File: src/rtl/core/gmg_pkg.sv
// ----------------------------------------------------------------------------
// gmg_pkg
// Types and constants shared by the month grid pipeline, its row emitter
// and its checker.
// ----------------------------------------------------------------------------
package gmg_pkg;

   localparam int YEAR_W     = 14;
   localparam int MONTH_W    = 4;
   localparam int WDAY_W     = 3;
   localparam int DAY_W      = 5;
   localparam int ROW_W      = 3;
   localparam int TABLE_W    = 36;
   localparam int CSR_DATA_W = 36;
   localparam int CSR_IDX_W  = 1;
   localparam int SUM_W      = 16;
   localparam int GRID_COLS  = 7;

   // register indexes
   localparam logic [CSR_IDX_W-1:0] CSR_REF_YEAR  = 1'b0;
   localparam logic [CSR_IDX_W-1:0] CSR_REF_TABLE = 1'b1;

   localparam logic [YEAR_W-1:0]  REF_YEAR_RESET  = 14'd2024;
   localparam logic [TABLE_W-1:0] REF_TABLE_RESET = 36'd65892987745;

   // month codes
   localparam logic [MONTH_W-1:0] MONTH_FEB = 4'd1;
   localparam logic [MONTH_W-1:0] MONTH_MAR = 4'd2;
   localparam logic [MONTH_W-1:0] MONTH_APR = 4'd3;
   localparam logic [MONTH_W-1:0] MONTH_JUN = 4'd5;
   localparam logic [MONTH_W-1:0] MONTH_SEP = 4'd8;
   localparam logic [MONTH_W-1:0] MONTH_NOV = 4'd10;
   localparam logic [MONTH_W-1:0] MONTHS    = 4'd12;

   localparam logic [DAY_W-1:0] LEN_SHORT = 5'd30;
   localparam logic [DAY_W-1:0] LEN_LONG  = 5'd31;
   localparam logic [DAY_W-1:0] LEN_FEB   = 5'd28;
   localparam logic [DAY_W-1:0] LEN_LEAP  = 5'd29;

   localparam logic [ROW_W-1:0] LAST_ROW = 3'd5;

   // floor(x / 25) for x < 4096 as (x * 5243) >> 17
   localparam logic [12:0] DIV25_MUL = 13'd5243;

   // multiple of 7 that keeps the weekday sum positive
   localparam logic [SUM_W-1:0] MOD7_BIAS = 16'd28672;

   typedef struct packed {
      logic [YEAR_W-1:0]  query_year;
      logic [MONTH_W-1:0] query_month;
   } req_type;

   typedef struct packed {
      logic [ROW_W-1:0] row_index;
      logic [DAY_W-1:0] day_monday;
      logic [DAY_W-1:0] day_tuesday;
      logic [DAY_W-1:0] day_wednesday;
      logic [DAY_W-1:0] day_thursday;
      logic [DAY_W-1:0] day_friday;
      logic [DAY_W-1:0] day_saturday;
      logic [DAY_W-1:0] day_sunday;
      logic             last_row;
   } rsp_type;

   typedef struct packed {
      logic [WDAY_W-1:0] col0;
      logic [DAY_W-1:0]  len;
   } grid_spec_type;

   function automatic logic [7:0] div25(input logic [11:0] x);
      logic [24:0] p;
      p = 25'(x) * 25'(DIV25_MUL);
      return p[24:17];
   endfunction

   // octal digits sum to the same residue, since 8 is 1 mod 7
   function automatic logic [WDAY_W-1:0] mod7(input logic [SUM_W-1:0] x);
      logic [17:0] xe;
      logic [5:0]  s;
      logic [3:0]  t;
      xe = {2'b00, x};
      s  = '0;
      for (int i = 0; i < 6; i++) begin
         s = s + 6'(xe[3*i +: 3]);
      end
      t = 4'(s[2:0]) + 4'(s[5:3]);
      if (t >= 4'd7) begin
         t = t - 4'd7;
      end
      if (t >= 4'd7) begin
         t = t - 4'd7;
      end
      return t[2:0];
   endfunction

endpackage

File: src/rtl/core/gregorian_month_grid.sv
// ----------------------------------------------------------------------------
// gregorian_month_grid
// Monday-first calendar grid of one month, six week rows per query.
// ----------------------------------------------------------------------------
// Each accepted query (year, month) yields six output transfers, rows 0 to 5,
// the last flagged by last_row. The weekday of the 1st is computed in a
// four-stage pipeline (select and offsets, divide-by-25 multipliers, leap
// counts and month length, mod-7 reduction), and the rows go out through the
// row emitter's output register. The emitter sends one row per cycle while the
// output is ready, and takes the next grid as it sends the last row. Months 12 to
// 15 give six rows of empty cells. Write the reference year and its table of
// first weekdays through the csr port only while no query is in flight.
module gregorian_month_grid (
   input  logic                            clock,
   input  logic                            reset,
   input  logic                            req_valid,
   output logic                            req_ready,
   input  gmg_pkg::req_type                req,
   output logic                            rsp_valid,
   input  logic                            rsp_ready,
   output gmg_pkg::rsp_type                rsp,
   input  logic                            csr_write_enable,
   input  logic [gmg_pkg::CSR_IDX_W-1:0]   csr_index,
   input  logic [gmg_pkg::CSR_DATA_W-1:0]  csr_wdata
);
   import gmg_pkg::*;

   logic [YEAR_W-1:0]  ref_year_ff;
   logic [TABLE_W-1:0] ref_table_ff;

   // stage A
   logic                a_v_ff;
   logic [YEAR_W-1:0]   a_year_ff;
   logic [MONTH_W-1:0]  a_mon_ff;
   logic                a_ok_ff;
   logic [WDAY_W-1:0]   a_w0_ff;
   logic [SUM_W-1:0]    a_diff_ff;
   logic [YEAR_W-1:0]   a_my_ff;
   logic                a_zy_ff;
   logic [YEAR_W-1:0]   a_mr_ff;
   logic                a_zr_ff;
   logic                a_ok_in;
   logic [WDAY_W-1:0]   a_w0_in;
   logic [SUM_W-1:0]    a_diff_in;
   logic [YEAR_W:0]     ny;
   logic [YEAR_W:0]     nr;
   logic [YEAR_W:0]     a_my_in;
   logic [YEAR_W:0]     a_mr_in;
   logic [5:0]          tbl_idx;
   logic [TABLE_W-1:0]  tbl_shift;

   // stage B
   logic                b_v_ff;
   logic [YEAR_W-1:0]   b_year_ff;
   logic [MONTH_W-1:0]  b_mon_ff;
   logic                b_ok_ff;
   logic [WDAY_W-1:0]   b_w0_ff;
   logic [SUM_W-1:0]    b_diff_ff;
   logic [11:0]         b_m4y_ff;
   logic                b_zy_ff;
   logic [11:0]         b_m4r_ff;
   logic                b_zr_ff;
   logic [7:0]          b_q100y_ff;
   logic [5:0]          b_q400y_ff;
   logic [7:0]          b_q100r_ff;
   logic [5:0]          b_q400r_ff;
   logic [7:0]          b_qa_ff;
   logic [5:0]          b_qb_ff;
   logic [7:0]          b_q100y_in;
   logic [7:0]          b_q400y_in;
   logic [7:0]          b_q100r_in;
   logic [7:0]          b_q400r_in;
   logic [7:0]          b_qa_in;
   logic [7:0]          b_qb_in;

   // stage C
   logic                c_v_ff;
   logic [SUM_W-1:0]    c_total_ff;
   logic [DAY_W-1:0]    c_len_ff;
   logic [SUM_W-1:0]    c_total_in;
   logic [DAY_W-1:0]    c_len_in;
   logic [SUM_W-1:0]    ly;
   logic [SUM_W-1:0]    lr;
   logic [12:0]         qa25;
   logic [9:0]          qb25;
   logic                cent;
   logic                quad;
   logic                leap;

   // stage D
   logic                d_v_ff;
   grid_spec_type       d_spec_ff;
   grid_spec_type       d_spec_in;
   logic [WDAY_W-1:0]   wday;

   logic                a_rdy;
   logic                b_rdy;
   logic                c_rdy;
   logic                d_rdy;
   logic                spec_ready;

   always_ff @(posedge clock) begin
      if (reset) begin
         ref_year_ff  <= REF_YEAR_RESET;
         ref_table_ff <= REF_TABLE_RESET;
      end else if (csr_write_enable) begin
         if (csr_index == CSR_REF_YEAR) begin
            ref_year_ff <= csr_wdata[YEAR_W-1:0];
         end else if (csr_index == CSR_REF_TABLE) begin
            ref_table_ff <= csr_wdata[TABLE_W-1:0];
         end
      end
   end

   assign d_rdy     = !d_v_ff || spec_ready;
   assign c_rdy     = !c_v_ff || d_rdy;
   assign b_rdy     = !b_v_ff || c_rdy;
   assign a_rdy     = !a_v_ff || b_rdy;
   assign req_ready = a_rdy;

   // stage A: table entry, leap-count arguments, year offset
   always_comb begin
      a_ok_in   = req.query_month < MONTHS;
      tbl_idx   = 6'(req.query_month) * 6'd3;
      tbl_shift = ref_table_ff >> tbl_idx;
      a_w0_in   = a_ok_in ? tbl_shift[WDAY_W-1:0] : '0;
      if (req.query_month < MONTH_MAR) begin
         ny = {1'b0, req.query_year};
         nr = {1'b0, ref_year_ff};
      end else begin
         ny = {1'b0, req.query_year} + 15'd1;
         nr = {1'b0, ref_year_ff} + 15'd1;
      end
      a_my_in   = ny - 15'd1;
      a_mr_in   = nr - 15'd1;
      a_diff_in = SUM_W'(req.query_year) - SUM_W'(ref_year_ff);
   end

   always_ff @(posedge clock) begin
      if (reset) begin
         a_v_ff <= 1'b0;
      end else if (a_rdy) begin
         a_v_ff <= req_valid;
      end
   end

   always_ff @(posedge clock) begin
      if (req_valid && a_rdy) begin
         a_year_ff <= req.query_year;
         a_mon_ff  <= req.query_month;
         a_ok_ff   <= a_ok_in;
         a_w0_ff   <= a_w0_in;
         a_diff_ff <= a_diff_in;
         a_my_ff   <= a_my_in[YEAR_W-1:0];
         a_zy_ff   <= ny == '0;
         a_mr_ff   <= a_mr_in[YEAR_W-1:0];
         a_zr_ff   <= nr == '0;
      end
   end

   // stage B: quotients by 100 and 400 through divide-by-25 multipliers
   always_comb begin
      b_q100y_in = div25(a_my_ff[13:2]);
      b_q400y_in = div25({2'b00, a_my_ff[13:4]});
      b_q100r_in = div25(a_mr_ff[13:2]);
      b_q400r_in = div25({2'b00, a_mr_ff[13:4]});
      b_qa_in    = div25(a_year_ff[13:2]);
      b_qb_in    = div25({2'b00, a_year_ff[13:4]});
   end

   always_ff @(posedge clock) begin
      if (reset) begin
         b_v_ff <= 1'b0;
      end else if (b_rdy) begin
         b_v_ff <= a_v_ff;
      end
   end

   always_ff @(posedge clock) begin
      if (a_v_ff && b_rdy) begin
         b_year_ff  <= a_year_ff;
         b_mon_ff   <= a_mon_ff;
         b_ok_ff    <= a_ok_ff;
         b_w0_ff    <= a_w0_ff;
         b_diff_ff  <= a_diff_ff;
         b_m4y_ff   <= a_my_ff[13:2];
         b_zy_ff    <= a_zy_ff;
         b_m4r_ff   <= a_mr_ff[13:2];
         b_zr_ff    <= a_zr_ff;
         b_q100y_ff <= b_q100y_in;
         b_q400y_ff <= b_q400y_in[5:0];
         b_q100r_ff <= b_q100r_in;
         b_q400r_ff <= b_q400r_in[5:0];
         b_qa_ff    <= b_qa_in;
         b_qb_ff    <= b_qb_in[5:0];
      end
   end

   // stage C: leap counts, weekday sum, month length
   always_comb begin
      ly = b_zy_ff ? '0 :
           SUM_W'(b_m4y_ff) - SUM_W'(b_q100y_ff) + SUM_W'(b_q400y_ff) + 16'd1;
      lr = b_zr_ff ? '0 :
           SUM_W'(b_m4r_ff) - SUM_W'(b_q100r_ff) + SUM_W'(b_q400r_ff) + 16'd1;
      c_total_in = MOD7_BIAS + SUM_W'(b_w0_ff) + b_diff_ff + ly - lr;
      qa25 = 13'(b_qa_ff) * 13'd25;
      qb25 = 10'(b_qb_ff) * 10'd25;
      cent = qa25 == {1'b0, b_year_ff[13:2]};
      quad = qb25 == b_year_ff[13:4];
      leap = (b_year_ff[1:0] == 2'b00) && (!cent || (b_year_ff[3:2] == 2'b00 && quad));
      c_len_in = '0;
      if (b_ok_ff) begin
         unique case (b_mon_ff)
            MONTH_APR, MONTH_JUN, MONTH_SEP, MONTH_NOV: c_len_in = LEN_SHORT;
            MONTH_FEB: c_len_in = leap ? LEN_LEAP : LEN_FEB;
            default: c_len_in = LEN_LONG;
         endcase
      end
   end

   always_ff @(posedge clock) begin
      if (reset) begin
         c_v_ff <= 1'b0;
      end else if (c_rdy) begin
         c_v_ff <= b_v_ff;
      end
   end

   always_ff @(posedge clock) begin
      if (b_v_ff && c_rdy) begin
         c_total_ff <= c_total_in;
         c_len_ff   <= c_len_in;
      end
   end

   // stage D: weekday of the 1st, then its Monday-first column
   always_comb begin
      wday           = mod7(c_total_ff);
      d_spec_in.col0 = (wday == '0) ? 3'd6 : wday - 3'd1;
      d_spec_in.len  = c_len_ff;
   end

   always_ff @(posedge clock) begin
      if (reset) begin
         d_v_ff <= 1'b0;
      end else if (d_rdy) begin
         d_v_ff <= c_v_ff;
      end
   end

   always_ff @(posedge clock) begin
      if (c_v_ff && d_rdy) begin
         d_spec_ff <= d_spec_in;
      end
   end

   gmg_row_emit u_row_emit (
      .clock      (clock),
      .reset      (reset),
      .spec_valid (d_v_ff),
      .spec_ready (spec_ready),
      .spec       (d_spec_ff),
      .rsp_valid  (rsp_valid),
      .rsp_ready  (rsp_ready),
      .rsp        (rsp)
   );

endmodule

File: src/rtl/core/gmg_row_emit.sv
// ----------------------------------------------------------------------------
// gmg_row_emit
// Expands one grid description into six week rows, one row per output
// transfer, through a registered output stage.
// ----------------------------------------------------------------------------
module gmg_row_emit (
   input  logic                  clock,
   input  logic                  reset,
   input  logic                  spec_valid,
   output logic                  spec_ready,
   input  gmg_pkg::grid_spec_type spec,
   output logic                  rsp_valid,
   input  logic                  rsp_ready,
   output gmg_pkg::rsp_type      rsp
);
   import gmg_pkg::*;

   grid_spec_type           spec_ff;
   logic                    busy_ff;
   logic [ROW_W-1:0]        row_ff;
   logic                    out_v_ff;
   rsp_type                 out_ff;
   rsp_type                 out_in;
   logic [DAY_W-1:0]        days [GRID_COLS];
   logic [5:0]              raw;
   logic [5:0]              day;
   logic                    out_free;
   logic                    emit;
   logic                    final_row;

   assign out_free   = !out_v_ff || rsp_ready;
   assign emit       = busy_ff && out_free;
   assign final_row  = row_ff == LAST_ROW;
   assign spec_ready = !busy_ff || (emit && final_row);

   always_comb begin
      raw = '0;
      day = '0;
      for (int c = 0; c < GRID_COLS; c++) begin
         raw = 6'(row_ff) * 6'd7 + 6'(c) + 6'd1;
         day = raw - 6'(spec_ff.col0);
         if (raw > 6'(spec_ff.col0) && day <= 6'(spec_ff.len)) begin
            days[c] = day[DAY_W-1:0];
         end else begin
            days[c] = '0;
         end
      end
      out_in.row_index     = row_ff;
      out_in.day_monday    = days[0];
      out_in.day_tuesday   = days[1];
      out_in.day_wednesday = days[2];
      out_in.day_thursday  = days[3];
      out_in.day_friday    = days[4];
      out_in.day_saturday  = days[5];
      out_in.day_sunday    = days[6];
      out_in.last_row      = final_row;
   end

   always_ff @(posedge clock) begin
      if (reset) begin
         busy_ff  <= 1'b0;
         row_ff   <= '0;
         out_v_ff <= 1'b0;
      end else begin
         if (spec_valid && spec_ready) begin
            busy_ff <= 1'b1;
            row_ff  <= '0;
         end else if (emit) begin
            if (final_row) begin
               busy_ff <= 1'b0;
            end
            row_ff <= row_ff + 3'd1;
         end
         if (emit) begin
            out_v_ff <= 1'b1;
         end else if (rsp_ready) begin
            out_v_ff <= 1'b0;
         end
      end
   end

   always_ff @(posedge clock) begin
      if (spec_valid && spec_ready) begin
         spec_ff <= spec;
      end
      if (emit) begin
         out_ff <= out_in;
      end
   end

   assign rsp_valid = out_v_ff;
   assign rsp       = out_ff;

endmodule

File: config.mk
export PLATFORM = sky130hd
export DESIGN_NAME = gregorian_month_grid
export DESIGN_NICKNAME = d
export VERILOG_FILES = /design/src/rtl/core/gmg_pkg.sv /design/src/rtl/core/gregorian_month_grid.sv /design/src/rtl/core/gmg_row_emit.sv
export SDC_FILE = /design/constraint.sdc
export NUM_CORES = 1
export LEC_CHECK = 0
export ABC_AREA = 1
export BUFFER_PORTS_ARGS = -buffer_cell sky130_fd_sc_hd__buf_2
export CAP_MARGIN = 20
export CORE_ASPECT_RATIO = 0.8
export CORE_MARGIN = 2
export CORE_UTILIZATION = 60
export DETAILED_ROUTE_END_ITERATION = 7
export GPL_ROUTABILITY_DRIVEN = 1
export PLACE_DENSITY = 0.75
export SLEW_MARGIN = 20
export SYNTH_ARGS = -nofsm -noshare
export SYNTH_HDL_FRONTEND = slang
export SYNTH_HIERARCHICAL = 1
export SYNTH_SLANG_ARGS = --single-unit
File: constraint.sdc
create_clock -name clock -period 12.95 [get_ports clock]
set_clock_uncertainty 0.2 [all_clocks]
set_input_delay 0.6475 -clock clock [delete_from_list [all_inputs] [get_ports clock]]
set_output_delay 0.6475 -clock clock [all_outputs]
set_load 0.02 [all_outputs]
Yosys cells after proc, flatten, opt, wreduce, memory -nomap -nowiden
Index checks and enable logic that the tools add are counted.
{"block": "totals", "out_inout_bits": 41, "word_cells": 186, "regBits": 309}
{"block": "op_classes", "multipliers": 10, "n_shift": 1, "bitwise_logic": 1, "order_cmp": 18, "add_sub_neg": 44, "reduce_logical": 43, "n_mux": 13, "eq_ne": 8}
{"cell": "multiplier 12 x 13 -> 25 bit, second input constant", "count": 3}
{"cell": "multiplier 10 x 13 -> 23 bit, second input constant", "count": 3}
{"cell": "adder 6 x 1 -> 6 bit, second input constant", "count": 7}
{"cell": "greater-than comparator 6 x 3 -> 1 bit", "count": 7}
{"cell": "less-or-equal comparator 6 x 5 -> 1 bit", "count": 7}
{"cell": "subtractor 6 x 3 -> 6 bit", "count": 7}
{"cell": ">> shifter 36 x 6 -> 3 bit", "count": 1}
{"cell": "adder 16 bit", "count": 2}
{"cell": "2-to-1 mux 16 bit", "count": 2}
{"cell": "adder 14 x 1 -> 15 bit, second input constant", "count": 2}
{"cell": "adder 14 x 2 -> 15 bit, second input constant", "count": 2}
{"cell": "logical NOT 15 bit", "count": 2}
{"cell": "2-to-1 mux 15 bit", "count": 2}
{"cell": "adder 13 x 7 -> 14 bit", "count": 2}
{"cell": "subtractor 14 x 1 -> 14 bit, second input constant", "count": 2}
{"cell": "subtractor 12 x 8 -> 13 bit", "count": 2}
{"cell": "adder 6 x 3 -> 6 bit, second input constant", "count": 3}
{"cell": "adder 15 x 3 -> 16 bit, first input constant", "count": 1}
{"cell": "logical AND 1 bit", "count": 16}
{"cell": "subtractor 16 bit", "count": 1}
{"cell": "subtractor 14 x 14 -> 15 bit", "count": 1}
{"cell": "equality test 13 x 12 -> 1 bit", "count": 1}
{"cell": "multiplier 8 x 5 -> 13 bit, second input constant", "count": 1}
{"cell": "adder 6 x 2 -> 6 bit, second input constant", "count": 2}
{"cell": "34 further kinds", "count": 59}

Depth between registers and ports, before layout
Gate-level depths: netlist (run 1).
{"block": "logic_depth", "depth_word": 11, "depth_mapped": 31, "depth_no_buf": 31}

Cells and area by module
The synthesis (run 1) kept the hierarchy.
{"mod": "gregorian_month_grid", "seq_area_each_um2": 6876.6, "area_per_inst_um2": 26183.9, "cells_per_inst": 2947, "instances": 1}
{"mod": "gmg_row_emit", "seq_area_each_um2": 1511.4, "area_per_inst_um2": 4334.2, "cells_per_inst": 539, "instances": 1}

Least setup slack after synthesis (run 1)
No wires, ideal clock.
{"block": "synth_path", "path_type": "register to register", "startpoint": "register c_total_ff[1]", "endpoint": "register d_spec_ff[7] (netlist name), data pin", "setup_slack_ns": 7.399, "t_arrival_ns": 5.102, "setup_ns": 0.249, "period_less_slack_ns": 5.551, "path_stages_with_launch": 27, "path_cell_list": "edfxtp_1 inv_1 fa_1 inv_1 fa_1 fa_1 ha_1 fa_1 xor2_1 ha_1 fa_1 ha_1 inv_1 nor2_1 inv_1 nand2_1 xor2_1 ha_1 nand3_1 nand2_1 xor2_1 inv_1 ha_1 nor2_1 nand2_1 nand2_1 inv_1"}
{"block": "synth_between", "elab_chain_cells": 11, "elab_cells_between_ends": 14, "classes_between": "9 x add/sub; 2 x order compare; 2 x mux; 1 x reduce/logical"}
{"element": "start, declared", "line_no": "gregorian_month_grid.sv:78", "rtl": "logic [SUM_W-1:0] c_total_ff;"}
{"element": "start signal, assigned", "line_no": "gregorian_month_grid.sv:231", "rtl": "c_total_ff <= c_total_in;"}
{"element": "adder 3 x 3 -> 4 bit (*)", "line_no": "gmg_pkg.sv:84", "rtl": "s = s + 6'(xe[3*i +: 3]);"}
{"element": "adder 4 x 3 -> 5 bit (*)", "line_no": "gmg_pkg.sv:84"}
{"element": "adder 5 x 3 -> 6 bit (*)", "line_no": "gmg_pkg.sv:84"}
{"element": "adder 6 x 3 -> 6 bit (*)", "line_no": "gmg_pkg.sv:84"}
{"element": "adder 6 x 1 -> 6 bit (*)", "line_no": "gmg_pkg.sv:84"}
{"element": "adder 3 x 3 -> 4 bit (*)", "line_no": "gmg_pkg.sv:86", "rtl": "t = 4'(s[2:0]) + 4'(s[5:3]);"}
{"element": "subtractor 4 x 3 -> 4 bit / >= comparator 4 x 3 -> 1 bit (equally long branches)", "line_no": "gmg_pkg.sv:88, gmg_pkg.sv:87"}
{"element": "2-to-1 mux 4 bit (*)", "line_no": "gmg_pkg.sv:87", "rtl": "if (t >= 4'd7) begin"}
{"element": ">= comparator 4 x 3 -> 1 bit / subtractor 3 bit (equally long branches)", "line_no": "gmg_pkg.sv:90, gmg_pkg.sv:91"}
{"element": "2-to-1 mux 3 bit (*)", "line_no": "gmg_pkg.sv:90", "rtl": "if (t >= 4'd7) begin"}
{"element": "subtractor 3 x 1 -> 3 bit / logical NOT 3 bit (equally long branches)", "line_no": "gregorian_month_grid.sv:239", "rtl": "d_spec_in.col0 = (wday == '0) ? 3'd6 : wday - 3'd1;"}
{"element": "end signal, assigned", "line_no": "gregorian_month_grid.sv:253", "rtl": "d_spec_ff <= d_spec_in;"}
{"element": "end, declared", "line_no": "gregorian_month_grid.sv:92", "rtl": "grid_spec_type d_spec_ff;"}
Every way passes the cells marked *; elsewhere a longest branch is shown, timed or not.
A chain may end at the register's enable or synchronous reset.

Worst setup path after layout (run 1)
Same ends and word-level chain as after synthesis.

==> results.txt, run 1 <==
share of cells above drive strength 1 - 0.0637
GRT Total Usage - 0.260
CP Capture Type - register
minimum clock period - 5.91 ns
Clk Latency, worst-skew pair - 0.57 ns
final WL - 66,700 um
Worst-path clk slew - 0.06 ns
Critical Path RT - 13.08 ns
Post-synth EDFFs - 240
DRT iter0 DRCs - 1,825
fin cells - 4,306
final setup fails - 0
post-synthesis register bit count - 299
IO Count - 101
fmax - 169 MHz
largest net degree at the start of global routing - 69
Num Clock Sinks - 299
syn_nets - 4,248
Worst Hold Class - input port to register
Fillers - 4,109
CP startpoint kind - register
register area share after synthesis - 0.275
Final ANT Viol Nets - 0
Final Slew Violations - 0
GRT busiest layer - met2
Die Footprint - 0.0527 mm2
cells after synthesis - 3,486
GR Util met1 - 0.394
Die Ht - 206 um
synth warn - 6
setup bufs post-CTS - 0
setup TNS - 0 ns
post-synth cell types - 59
first-pass GRT wire length - 111,000 um
Post-CTS Hold Buffers - 0
commonest non-fill, non-tap cell in the layout - inv_1
Die Wd - 256 um
leading area contributor after synthesis - edfxtp_1
Post-DP HPWL - 54,600 um
period utilization - 0.456
Pre-Repair DR Iteration Count - 6
Slew @ Worst Pin - 0.995 ns
Avg WL per Cell - 15.5 um
commonest cells after routing, fill and taps aside - inv_1 (688), nand2_1 (570), ha_1 (489), nor2_1 (259), edfxtp_1 (240)
async set-reset flop share out of synthesis - 0
met2 usage - 0.395
gr ovfl total - 0
vias per cell - 5.36
IO buf count - 100
Area contributors post-synth - edfxtp_1 (24%), ha_1 (20%), fa_1 (14%)
clk buf depth - 3
initial antenna violation count - 3
cts bufs inserted - 34
Top FF cell, synth - edfxtp_1
CTS Root Cell - clkbuf_16
synthesis-to-layout area growth - 7.81%
Fin. Hold Viols - 0
Initial Utilization - 0.611
top cell type's share of synthesized area - 0.236
vias in the first global route - 21,800
DP Cell Count - 4,243
post-synthesis cell area - 0.0305 mm2
relative slew slack - 0.334
GP Congestion - 0.933
nets@finish - 4,366
RSZ-0062 raised after global routing - false
status - finished clean
Mean Syn Cell Area - 8.75 um2
TritonCTS clock tree - yes
Max-Cap Viols - 0
Rows - 73
# H-tree levels - 2
CTS resizes - 0
Core ar. - 0.0500 mm2
# DRC - 0
critical path peak fanout - 5
GR Util met3 - 0.0415
Crit Path Class - register to register
DR vias - 23,100
CP arrival - 6.04 ns
-- Yosys cell counts, types with 4 or more instances --
cell / count
o21ai_0: 161
clkbuf_1: 19
nand3_2: 4
nand2_1: 570
nand2_4: 6
a31oi_1: 14
a21boi_0: 7
ha_1: 489
nor2_1: 260
o21a_1: 9
edfxtp_1: 240
dfxtp_1: 59
nand3_1: 150
nand2_2: 5
nor3_1: 27
xnor2_1: 45
o31ai_1: 7
inv_2: 11
nand4_1: 33
a211oi_1: 5
a21oi_1: 229
xor2_1: 108
nand3b_1: 4
nor4_1: 6
a21o_1: 11
fa_1: 213
o211ai_1: 24
xor2_2: 8
o21bai_1: 7
inv_1: 689
o22ai_1: 6
nor2_2: 10
or2_2: 13
-- flip-flops by register name (all words and copies together) (netlist names), 12 cells and up --
| name | count |
|---|---|
| u_row_emit/rsp | 39 |
| b_year_ff | 14 |
| a_mr_ff | 12 |
| a_year_ff | 14 |
| a_diff_ff | 15 |
| a_my_ff | 12 |
| ref_year_ff | 14 |
| b_m4r_ff | 12 |
| ref_table_ff | 36 |
| c_total_ff | 16 |
| b_diff_ff | 15 |
| b_m4y_ff | 12 |
-- path summary, 6_finish.rpt --
check | startpoint | to | slack, ns | cells after the start
min | csr_wdata[35] | ref_table_ff[35] | 0.09 | 3
max | c_total_ff[1] | d_spec_ff[7] | 7.04 | 26
min reg2reg | a_diff_ff[7] | b_diff_ff[7] | 0.19 | 0
max reg2reg | c_total_ff[1] | d_spec_ff[7] | 7.04 | 26
-- cell type report --
| cell class | instances | area, um2 | share of cell area |
|---|---|---|---|
| multi-input combinational | 2460 | 19400 | 0.589 |
| sequential | 299 | 8390 | 0.255 |
| inverter | 704 | 2650 | 0.0805 |
| clock buffer | 46 | 958 | 0.0291 |
| tap | 675 | 845 | 0.0257 |
| timing repair buffer | 105 | 538 | 0.0164 |
| clock inverter | 15 | 133 | 0.00403 |
| antenna | 2 | 5.00 | 0.000152 |
-- cell families (layout without fill, tap and decap cells) --
family	after synthesis	count (layout)	share of synthesized area
AND/OR/NAND/NOR	1106	1106	0.157
buffers and inverters	727	870	0.0901
other	0	2	0
AO/OA/AOI/OAI	489	489	0.0880
adder cells (fa/ha/maj)	702	702	0.340
XOR/XNOR	163	163	0.0496
flip-flops	299	299	0.275
-- metal layers --
metal | vias to the layer above | part of all wire
met5 | - | 0.00020
met4 | 2 | 0.014
met3 | 70 | 0.069
met2 | 650 | 0.43
met1 | 10700 | 0.49
li1 | 11600 | -
-- through the flow --
step / worst slack, ns / util / hold WS (ns) / area [um2]
after floorplan: 7.40 / - / 0.200 / 30500
after global routing: 6.68 / 0.659 / 0.0988 / 32900
after CTS: 7.03 / 0.658 / 0.0721 / 32900
final: 7.04 / 0.659 / 0.0947 / 32900
after global placement: 7.15 / 0.637 / 0.201 / 31800
after detailed placement: 7.05 / 0.637 / 0.205 / 31800
-- critical path, stage by stage, from the launching register on --
cell      delay [ns]
edfxtp_1        0.32
inv_1           0.05
fa_1            0.53
inv_1           0.05
fa_1            0.52
fa_1            0.42
ha_1            0.24
fa_1            0.40
xor2_1          0.18
ha_1            0.21
fa_1            0.50
ha_1            0.22
inv_1           0.06
nor2_1          0.04
inv_1           0.12
nand2_1         0.09
xor2_1          0.25
ha_1            0.22
nand3_1         0.13
nand2_1         0.15
xor2_1          0.22
inv_1           0.09
ha_1            0.23
nor2_1          0.12
nand2_1         0.06
nand2_1         0.05
inv_1           0.03
Power of run 1 is not shown: default switching activity piles up to over one toggle a cycle in this logic, so the estimate is an artifact.
==> run 2, diff against run 1 <==
==> constraint.sdc (replaced) <==
create_clock -name clock -period 5.55 [get_ports clock]
set_clock_uncertainty 0.2 [all_clocks]
set_input_delay 0.2775 -clock clock [delete_from_list [all_inputs] [get_ports clock]]
set_output_delay 0.2775 -clock clock [all_outputs]
set_load 0.02 [all_outputs]
==> run 2 against run 1 <==
The run now ends with setup timing left. Setup slack lost 7.1 ns. First-iteration DRC count shrank 4.0%. Maximum frequency grew 5.9%. Final cell count grew 2.3%. Via count grew 2.4%. Critical path depth is the same. Utilization grew 2.3 points.
==> results.txt, run 2 (synthesis results as in run 1) <==
status - complete, but fails checks (was finished clean)
failing checks - setup timing
relative slew slack - 0.342 (was 0.334)
first-pass GRT wire length - 115,000 um (was 111,000 um)
Core ar. - 0.0500 mm2 (unchanged)
cts bufs inserted - 31 (was 34)
Final Slew Violations - 0 (unchanged)
setup TNS - -0.0694 ns (was 0 ns)
initial antenna violation count - 2 (was 3)
minimum clock period - 5.58 ns (was 5.91 ns)
nets@finish - 4,468 (was 4,366)
Post-DP HPWL - 56,200 um (was 54,600 um)
hold_sp - csr_index (was csr_wdata[35])
reg-to-reg endpoint - d_spec_ff[7] (unchanged)
commonest non-fill, non-tap cell in the layout - inv_1 (unchanged)
CTS Root Cell - clkbuf_16 (unchanged)
Initial Utilization - 0.611 (unchanged)
final setup fails - 3 (was 0)
commonest cells after routing, fill and taps aside - inv_1 (683), nand2_1 (564), ha_1 (478), nor2_1 (254), edfxtp_1 (240) (was inv_1 (688), nand2_1 (570), ha_1 (489), nor2_1 (259), edfxtp_1 (240))
vias in the first global route - 22,500 (was 21,800)
period utilization - 1.01 (was 0.456)
Worst Hold Margin - 0.0315 ns (was 0.0947 ns)
Die Wd - 256 um (unchanged)
Die Footprint - 0.0527 mm2 (unchanged)
Fin. Hold Viols - 0 (unchanged)
final setup margin - -0.0299 ns (was 7.04 ns)
CP Capture Type - register (unchanged)
largest net degree at the start of global routing - 64 (was 69)
IO buf count - 100 (unchanged)
gr ovfl total - 0 (unchanged)
TritonCTS clock tree - yes (unchanged)
DP Worst Slack - -0.0779 ns (was 7.05 ns)
Die Ht - 206 um (unchanged)
Crit Path Class - register to register (unchanged)
DRT iter0 DRCs - 1,752 (was 1,825)
Worst Hold Class - input port to register (unchanged)
vias per cell - 5.36 (about the same)
r2r setup slk - -0.03 ns (was 7.04 ns)
FF-to-FF path depth - 26 (unchanged)
Avg WL per Cell - 15.8 um (was 15.5 um)
synthesis-to-layout area growth - 11.6% (was 7.81%)
fmax - 179 MHz (was 169 MHz)
max reg flops - 39 (unchanged)
# H-tree levels - 1 (was 2)
RSZ-0062 raised after global routing - true (was false)
Num Clock Sinks - 299 (unchanged)
Critical Path RT - 5.70 ns (was 13.08 ns)
Clk Latency, worst-skew pair - 0.59 ns (was 0.57 ns)
Max-Cap Viols - 0 (unchanged)
Rows - 73 (unchanged)
Slew @ Worst Pin - 0.981 ns (was 0.995 ns)
clk buf depth - 3 (unchanged)
Pre-Repair DR Iteration Count - 8 (was 6)
CP arrival - 5.73 ns (was 6.04 ns)
# DRC - 0 (unchanged)
RR Startpoint - c_total_ff[7] (was c_total_ff[1])
IO Count - 101 (unchanged)
Hold Crit Endpoint - ref_year_ff[3] (was ref_table_ff[35])
DR vias - 23,600 (was 23,100)
hold path cells - 4 (was 3)
GRT Total Usage - 0.268 (was 0.260)
CP startpoint kind - register (unchanged)
share of cells above drive strength 1 - 0.0858 (was 0.0637)
final WL - 69,800 um (was 66,700 um)
critical path peak fanout - 2 (was 5)
GP Congestion - 0.964 (was 0.933)
Final ANT Viol Nets - 0 (unchanged)
Worst-path clk slew - 0.06 ns (about the same)
-- run 2: changes by cell type in the layout (fill, tap and decap cells not counted), sizes merged, moves of 4 or more --
cell / delta
bufinv: +4
buf: +47
clkinv: -6
dlygate4sd3: +58
-- run 2: cell type report --
| cell class | count | area, um2 |
|---|---|---|
| multi-input cells | 2460 | 19600 |
| repair buffers | 210 | 1480 |
| fillers | 3938 | 15900 |
| clock buffers | 45 | 868 |
| inverters | 704 | 2650 |
| diodes | 1 | 2.50 |
| clock inverters | 13 | 203 |
| flip-flops and latches | 299 | 8390 |
| well taps | 675 | 845 |
-- run 2: worst max-delay path by stage --
stage	startpoint	endpoint	cells after the start
final	c_total_ff[7]	d_spec_ff[7]	26
after global routing	c_total_ff[7]	d_spec_ff[7]	26
after CTS	c_total_ff[9]	d_spec_ff[6]	26
after detailed placement	c_total_ff[1]	d_spec_ff[6]	25
after global placement	c_total_ff[1]	d_spec_ff[7]	26
after floorplan	c_total_ff[1]	d_spec_ff[7]	26
-- run 2: critical path, stage by stage (launching register included) --
cell	delay, ns
edfxtp_1	0.36
inv_2	0.05
fa_1	0.54
inv_2	0.04
fa_1	0.53
fa_1	0.43
ha_2	0.21
fa_2	0.34
xor2_1	0.17
ha_2	0.19
fa_1	0.53
ha_2	0.19
inv_2	0.04
nor2_2	0.10
inv_2	0.06
nand2_4	0.09
xor2_4	0.19
ha_4	0.17
nand3_4	0.08
nand2_4	0.11
xor2_2	0.21
inv_2	0.10
ha_4	0.18
nor2_2	0.09
nand2_1	0.05
nand2_1	0.06
inv_1	0.03
-- run 2: what timing repair did --
action	CTS	global route
cloned	0	0
resized for setup	13	47
endpoints found under the hold margin	82	0
setup buffers	8	9
pin swaps	15	20
endpoints found under the setup margin	3	9
hold buffers	58	0
-- run 2: stage by stage --
step	std cells	instance area, um2	util
finish	4407	34100	0.682
global route	4407	34100	0.682
CTS	4398	33800	0.677
detailed placement	4274	32000	0.641
global placement	4274	32000	0.641
floorplan	3486	30500	-
-- run 2: routing by layer --
metal | part of all wire | track usage
met1 | 0.49 | 0.408
met2 | 0.43 | 0.416
met3 | 0.063 | 0.0345
met4 | 0.016 | 0.0414
met5 | 0.00020 | 0
Power of run 2 is left out for the same reason.
